==> src/utf8sd_pkg.sv <==
// Shared types and constants for the UTF-8 stream decoder.
package utf8sd_pkg;

    localparam int ByteW = 8;
    localparam int CpW   = 21;
    localparam int LenW  = 3;
    localparam int PendW = 2;

    localparam logic [4:0] LEAD4_TAG = 5'h1e;
    localparam logic [3:0] LEAD3_TAG = 4'h0e;
    localparam logic [2:0] LEAD2_TAG = 3'h06;

    localparam logic [ByteW-1:0] LEAD4_MASK = 8'hf0;
    localparam logic [ByteW-1:0] LEAD3_MASK = 8'he0;
    localparam logic [ByteW-1:0] LEAD2_MASK = 8'hc0;
    localparam logic [ByteW-1:0] CONT_MASK  = 8'h80;

    localparam logic [LenW-1:0] LEN1 = 3'd1;
    localparam logic [LenW-1:0] LEN2 = 3'd2;
    localparam logic [LenW-1:0] LEN3 = 3'd3;
    localparam logic [LenW-1:0] LEN4 = 3'd4;

    typedef struct packed {
        logic [ByteW-1:0] byte_in;
        logic             end_of_string;
    } item_t;

    typedef struct packed {
        logic [CpW-1:0]  code_point;
        logic [LenW-1:0] seq_length;
        logic            truncated;
    } result_t;

endpackage

==> src/utf8sd_in_reg.sv <==
// Input register stage holding one accepted request.
module utf8sd_in_reg
(
    input  logic             clk,
    input  logic             rst_n,
    input  logic             in_valid,
    output logic             in_ready,
    input  utf8sd_pkg::item_t in_item,
    output logic             item_valid,
    output utf8sd_pkg::item_t item,
    input  logic             advance
);

    logic              valid_reg;
    logic              valid_next;
    utf8sd_pkg::item_t item_reg;

    // take a new request when the slot is empty or is moving on this cycle
    assign in_ready = !valid_reg || advance;

    always_comb
    begin
        valid_next = valid_reg;
        if (in_ready)
        begin
            valid_next = in_valid;
        end
    end

    always_ff @(posedge clk or negedge rst_n)
    begin
        if (!rst_n)
        begin
            valid_reg <= 1'b0;
        end
        else
        begin
            valid_reg <= valid_next;
        end
    end

    always_ff @(posedge clk)
    begin
        if (in_ready && in_valid)
        begin
            item_reg <= in_item;
        end
    end

    assign item_valid = valid_reg;
    assign item       = item_reg;

endmodule

==> src/utf8sd_step.sv <==
// Decoder state and the per-byte update that forms at most one result.
module utf8sd_step
(
    input  logic                clk,
    input  logic                rst_n,
    input  logic                fire,
    input  utf8sd_pkg::item_t   item,
    output logic                res_valid,
    output utf8sd_pkg::result_t res
);

    logic [utf8sd_pkg::CpW-1:0]   acc_reg;
    logic [utf8sd_pkg::CpW-1:0]   acc_next;
    logic [utf8sd_pkg::PendW-1:0] pend_reg;
    logic [utf8sd_pkg::PendW-1:0] pend_next;
    logic [utf8sd_pkg::LenW-1:0]  cur_reg;
    logic [utf8sd_pkg::LenW-1:0]  cur_next;

    logic [utf8sd_pkg::ByteW-1:0] b;
    logic [utf8sd_pkg::LenW-1:0]  lead_len;
    logic [utf8sd_pkg::ByteW-1:0] lead_mask;
    logic [utf8sd_pkg::CpW-1:0]   shifted;
    logic [utf8sd_pkg::PendW-1:0] pend_dec;

    assign b = item.byte_in;

    always_comb
    begin
        priority if (b[7:3] == utf8sd_pkg::LEAD4_TAG)
        begin
            lead_len  = utf8sd_pkg::LEN4;
            lead_mask = utf8sd_pkg::LEAD4_MASK;
        end
        else if (b[7:4] == utf8sd_pkg::LEAD3_TAG)
        begin
            lead_len  = utf8sd_pkg::LEN3;
            lead_mask = utf8sd_pkg::LEAD3_MASK;
        end
        else if (b[7:5] == utf8sd_pkg::LEAD2_TAG)
        begin
            lead_len  = utf8sd_pkg::LEN2;
            lead_mask = utf8sd_pkg::LEAD2_MASK;
        end
        else
        begin
            lead_len  = utf8sd_pkg::LEN1;
            lead_mask = '0;
        end
    end

    // merge all eight bits, continuation marker or not
    assign shifted  = {acc_reg[utf8sd_pkg::CpW-7:0], 6'b0}
                    | {{(utf8sd_pkg::CpW-utf8sd_pkg::ByteW){1'b0}},
                       b ^ utf8sd_pkg::CONT_MASK};
    assign pend_dec = pend_reg - 2'd1;

    always_comb
    begin
        acc_next  = acc_reg;
        pend_next = pend_reg;
        cur_next  = cur_reg;
        res_valid = 1'b0;
        res       = '0;
        if (fire)
        begin
            if (pend_reg == '0)
            begin
                if (lead_len == utf8sd_pkg::LEN1)
                begin
                    res_valid      = 1'b1;
                    res.code_point = {{(utf8sd_pkg::CpW-utf8sd_pkg::ByteW){1'b0}}, b};
                    res.seq_length = utf8sd_pkg::LEN1;
                    acc_next       = '0;
                    cur_next       = utf8sd_pkg::LEN1;
                end
                else if (item.end_of_string)
                begin
                    res_valid      = 1'b1;
                    res.seq_length = utf8sd_pkg::LEN1;
                    res.truncated  = 1'b1;
                    acc_next       = '0;
                    cur_next       = utf8sd_pkg::LEN1;
                end
                else
                begin
                    acc_next  = {{(utf8sd_pkg::CpW-utf8sd_pkg::ByteW){1'b0}}, b ^ lead_mask};
                    cur_next  = lead_len;
                    pend_next = utf8sd_pkg::PendW'(lead_len - 3'd1);
                end
            end
            else
            begin
                acc_next  = shifted;
                pend_next = pend_dec;
                if (pend_dec == '0)
                begin
                    res_valid      = 1'b1;
                    res.code_point = shifted;
                    res.seq_length = cur_reg;
                    acc_next       = '0;
                    cur_next       = utf8sd_pkg::LEN1;
                end
                else if (item.end_of_string)
                begin
                    // report the bytes received so far and drop the partial value
                    res_valid      = 1'b1;
                    res.seq_length = cur_reg - {1'b0, pend_dec};
                    res.truncated  = 1'b1;
                    acc_next       = '0;
                    pend_next      = '0;
                    cur_next       = utf8sd_pkg::LEN1;
                end
            end
        end
    end

    always_ff @(posedge clk or negedge rst_n)
    begin
        if (!rst_n)
        begin
            acc_reg  <= '0;
            pend_reg <= '0;
            cur_reg  <= utf8sd_pkg::LEN1;
        end
        else
        begin
            acc_reg  <= acc_next;
            pend_reg <= pend_next;
            cur_reg  <= cur_next;
        end
    end

endmodule

==> src/utf8_stream_decoder_unit.sv <==
// Top level: input register, decode step and result register.
// A final byte waits in the input register; its result is held in the result register.
// Throughput: one byte per cycle unless the master stalls, set by the combinational
// decode between the two registers; a byte ending no sequence yields no result but leaves.
// Reset (rst_n low, asynchronous) empties both registers and returns the decoder to idle.
module utf8_stream_decoder_unit
(
    input  logic        clk,
    input  logic        rst_n,
    input  logic        s_axis_tvalid,
    output logic        s_axis_tready,
    input  logic [7:0]  s_axis_tdata,   // [7:0] byte_in
    input  logic        s_axis_tlast,   // end_of_string
    output logic        m_axis_tvalid,
    input  logic        m_axis_tready,
    output logic [23:0] m_axis_tdata,   // [20:0] code_point, [23:21] seq_length
    output logic [0:0]  m_axis_tuser    // [0] truncated
);

    utf8sd_pkg::item_t   in_item;
    utf8sd_pkg::item_t   item;
    utf8sd_pkg::result_t res;
    utf8sd_pkg::result_t res_reg;
    logic                item_valid;
    logic                advance;
    logic                fire;
    logic                res_valid;
    logic                out_valid_reg;
    logic                out_valid_next;

    assign in_item.byte_in       = s_axis_tdata;
    assign in_item.end_of_string = s_axis_tlast;

    // move the held byte on when the result slot is free or being drained
    assign advance = !out_valid_reg || m_axis_tready;
    assign fire    = item_valid && advance;

    utf8sd_in_reg u_in_reg
    (
        .clk        (clk),
        .rst_n      (rst_n),
        .in_valid   (s_axis_tvalid),
        .in_ready   (s_axis_tready),
        .in_item    (in_item),
        .item_valid (item_valid),
        .item       (item),
        .advance    (advance)
    );

    utf8sd_step u_step
    (
        .clk       (clk),
        .rst_n     (rst_n),
        .fire      (fire),
        .item      (item),
        .res_valid (res_valid),
        .res       (res)
    );

    always_comb
    begin
        out_valid_next = out_valid_reg;
        if (advance)
        begin
            out_valid_next = fire && res_valid;
        end
    end

    always_ff @(posedge clk or negedge rst_n)
    begin
        if (!rst_n)
        begin
            out_valid_reg <= 1'b0;
        end
        else
        begin
            out_valid_reg <= out_valid_next;
        end
    end

    always_ff @(posedge clk)
    begin
        if (fire && res_valid)
        begin
            res_reg <= res;
        end
    end

    assign m_axis_tvalid   = out_valid_reg;
    assign m_axis_tdata    = {res_reg.seq_length, res_reg.code_point};
    assign m_axis_tuser[0] = res_reg.truncated;

endmodule

==> config.mk <==
export PLATFORM = sky130hd
export DESIGN_NAME = utf8_stream_decoder_unit
export DESIGN_NICKNAME = d
export VERILOG_FILES = /design/src/utf8sd_pkg.sv /design/src/utf8sd_in_reg.sv /design/src/utf8sd_step.sv /design/src/utf8_stream_decoder_unit.sv
export SDC_FILE = /design/constraint.sdc
export NUM_CORES = 1
export LEC_CHECK = 0
export ABC_AREA = 1
export BUFFER_PORTS_ARGS = -buffer_cell sky130_fd_sc_hd__buf_2
export CELL_PAD_IN_SITES_DETAIL_PLACEMENT = 0
export CELL_PAD_IN_SITES_GLOBAL_PLACEMENT = 2
export CORE_ASPECT_RATIO = 0.9
export CORE_MARGIN = 2
export CORE_UTILIZATION = 36
export DETAILED_ROUTE_END_ITERATION = 12
export PLACE_DENSITY = 0.83
export SYNTH_ARGS = -nofsm -noshare
export SYNTH_HDL_FRONTEND = slang
export SYNTH_SLANG_ARGS = --single-unit
==> constraint.sdc <==
create_clock -name clk -period 2.6 [get_ports clk]
set_clock_uncertainty 0.15 [all_clocks]
set_input_delay 0.52 -clock clk [delete_from_list [all_inputs] [get_ports clk]]
set_output_delay 0.52 -clock clk [all_outputs]
set_load 0.01 [all_outputs]
==> load_flow_metrics.sql <==
INSERT INTO impl_metrics (metric_group, metric, value, unit) VALUES
('run_status', 'run_status', 'finished clean', ''),
('setup_path', 'crit_start', 'u_in_reg.item[8]$_DFFE_PP_', ''),
('floorplanning', 'ioPinCount', '40', ''),
('yosys', 'netlist.area_leader.share', '40.6', '%'),
('setup_path', 'cp_slowest_stage_delay', '0.46', 'ns'),
('clocking', 'clk_path_buf_depth', '2', ''),
('setup_path', 'path_cells', 'nand2_2, inv_1, o21ai_1, ha_1, nand3_4, nand2_2, nand2_4, nand2_1, buf_12', ''),
('routing', 'route.vias.total', '1687', ''),
('timing', 'final.setup.worst_slack', '0.276', 'ns'),
('min_path', 'min_path_type', 'in -> async', ''),
('yosys', 'netlist_top_cells_area', 'edfxtp_1 41%, dfrtp_1 21%, nand2_1 6.3%', ''),
('placement', 'dp_hpwl', '3.77', 'mm'),
('floorplanning', 'core', '0.00666', 'sq mm'),
('timing', 'timing_worst_slew_pin_value', '0.533', 'ns'),
('timing', 'max-slew-margin-rel', '64.4', '%'),
('finish', 'design_area', '0.00292', 'sq mm'),
('finish', 'utilization', '43.9', '%'),
('power', 'vdd_drop_max', '0.000389', 'V'),
('setup_path', 'path_delay_family', 'simple AND/OR/NAND/NOR gates', ''),
('global_route', 'maximum_number_of_pins_on_one_net_before_global_route_repair', '23', ''),
('timing', 'report.final.setup_viol', '0', ''),
('setup_path', 'cp.buffers_inverters', '2', ''),
('routing', 'route.detailed.wl_per_inst', '13.2', 'microns'),
('global_route', 'global_route.overflow_total', '0', ''),
('global_route', 'grt_first_pass_wirelength', '8.42', 'mm'),
('floorplanning', 'die-width', '92.1', 'microns'),
('timing', 'fin_hold_ws', '0.0273', 'ns'),
('clocking', 'ctsHtreeMaxLevel', '2', ''),
('setup_path', 'critPathMostFrequentCell', 'nand2_2', ''),
('routing', 'detail_route.first_pass.iterations', '4', ''),
('clocking', 'cts_inserted_buffers', '5', ''),
('yosys', 'yosys.cell_types.count', '31', ''),
('timing', 'period_minus_slack', '2.32', 'ns'),
('finish', 'layout-area-overhead-vs-synth', '16.2', '%'),
('yosys', 'synthCells', '236', ''),
('placement', 'gp_congestion', '0.839', ''),
('setup_path', 'worst_r2r_endpoint', 'm_axis_tdata[13]$_SDFFCE_PP0P_', ''),
('yosys', 'synth-seq-area-share', '62.6', '%'),
('clocking', 'tritoncts', 'done', ''),
('finish', 'largest_register_ffs', '24', ''),
('placement', 'dp.cells', '365', ''),
('floorplanning', 'floorplan.rows', '28', ''),
('routing', 'drt_iter0_drc', '49', ''),
('setup_path', 'start_to_end_type_of_the_worst_setup_path', 'reg -> reg', ''),
('routing', 'vias_per_cell', '4.52', ''),
('setup_path', 'worst_setup_end_kind', 'register', ''),
('floorplanning', 'design.die.area', '0.00767', 'sq mm'),
('clocking', 'post_cts_resize_count', '0', ''),
('power', 'total_power', '2.93', 'mW'),
('setup_path', 'critical_path_cell_count', '9', ''),
('clocking', 'postCtsSetupRepairBufs', '0', ''),
('setup_path', 'r2r.worst_path.cells', '9', ''),
('timing', 'finalCritPeriodShare', '89.4', '%'),
('run', 'cap_viol_max_count', '0', ''),
('placement', 'io_port_bufs', '39', ''),
('power', 'power_density_over_cell_area', '1000', 'mW/mm^2'),
('clocking', 'clkTransAtPathRegs', '0.10', 'ns'),
('finish', 'insertedDiodeCount', '0', ''),
('yosys', 'synth.cell_area', '0.00251', 'sq mm'),
('placement', 'setup_ws_pre_cts', '0.303', 'ns'),
('setup_path', 'endpoint', 'm_axis_tdata[13]$_SDFFCE_PP0P_', ''),
('floorplanning', 'die_y', '83.3', 'microns'),
('yosys', 'ys_warn_count', '0', ''),
('finish', 'ratio_of_cells_with_drive_above_1_in_the_final_layout', '26.1', '%'),
('timing', 'slew_violations', '0', ''),
('timing', 'report.final.hold_viol_count', '0', ''),
('global_route', 'grt_util_all_layers', '14.0', '%'),
('routing', 'routed_wl', '4.93', 'mm'),
('routing', 'drc', '0', ''),
('finish', 'layout_commonest_cell', 'nand2_1', ''),
('clocking', 'root_buffer', 'clkbuf_8', '');
area by class of cell:
type                    instances  area (sq um)
clock buffers                   6          72.6
flip-flops and latches         56          1570
repair buffers                 43           238
multi-input cells             135           753
fillers                       689          3730
clock inverters                 2          13.8
inverters                      41           159
well taps                      90           113
power breakdown:
part / switching, mW / total (mW) / leakage, nW / internal [mW]
Sequential: 0.0971 / 1.34 / 0.626 / 1.24
Clock: 0.278 / 0.471 / 0.0456 / 0.193
Combinational: 0.740 / 1.12 / 0.646 / 0.383
worst min path at each step:
stage | from | endpoint | slack, ns | cells after the start
6_report | rst_n | m_axis_tvalid$_DFFE_PN0P_ | 0.03 | 1
5_1_grt | rst_n | m_axis_tvalid$_DFFE_PN0P_ | 0.05 | 1
4_1_cts | rst_n | m_axis_tvalid$_DFFE_PN0P_ | 0.04 | 1
3_5_place_dp | u_step.acc_reg[2]$_DFFE_PN0P_ | u_step.acc_reg[2]$_DFFE_PN0P_ | 0.32 | 2
3_3_place_gp | u_step.pend_reg[1]$_DFFE_PN0P_ | u_step.pend_reg[1]$_DFFE_PN0P_ | 0.31 | 2
2_1_floorplan | rst_n | m_axis_tvalid$_DFFE_PN0P_ | 0.07 | 0
synth_stat cells:
| cell type | count |
|---|---|
| fa_1 | 1 |
| nand3_2 | 1 |
| o21ai_1 | 5 |
| o21ai_2 | 1 |
| a22oi_1 | 2 |
| o22ai_1 | 9 |
| edfxtp_1 | 34 |
| nand2_4 | 3 |
| a21oi_1 | 3 |
| xor2_1 | 1 |
| nor2_4 | 1 |
| nor3_1 | 5 |
| ha_1 | 4 |
| buf_6 | 1 |
| nand4_1 | 3 |
| nor2_8 | 1 |
| nand2_2 | 5 |
| inv_2 | 5 |
| nor2_1 | 28 |
| inv_4 | 2 |
| nand3_4 | 3 |
| nand2_1 | 42 |
| buf_4 | 1 |
| nor2_2 | 1 |
| nand3_1 | 13 |
| dfstp_2 | 1 |
| dfrtp_1 | 21 |
| a211oi_1 | 1 |
| o21ai_0 | 2 |
| inv_1 | 34 |
| buf_2 | 2 |
kinds of logic (layout without fill, tap and decap cells):
logic type / Yosys count / in the layout / share of synthesized area [%]
buffers and inverters: 45 / 92 / 7.47
DFF: 56 / 56 / 62.6
AOI/OAI and AO/OA: 23 / 23 / 5.47
xor gates and xnor gates: 1 / 1 / 0.348
and+or+nand+nor: 106 / 106 / 21.4
adders and majority gates: 5 / 5 / 2.79
per-layer routing:
metal / GRT usage (%) / part of all wire [%]
met5: 0 / 0
met4: 2.44 / 0
met3: 3.36 / 4.4
met2: 21.9 / 45
met1: 20.1 / 50
Note: power is estimated with default switching activity, not from simulation.
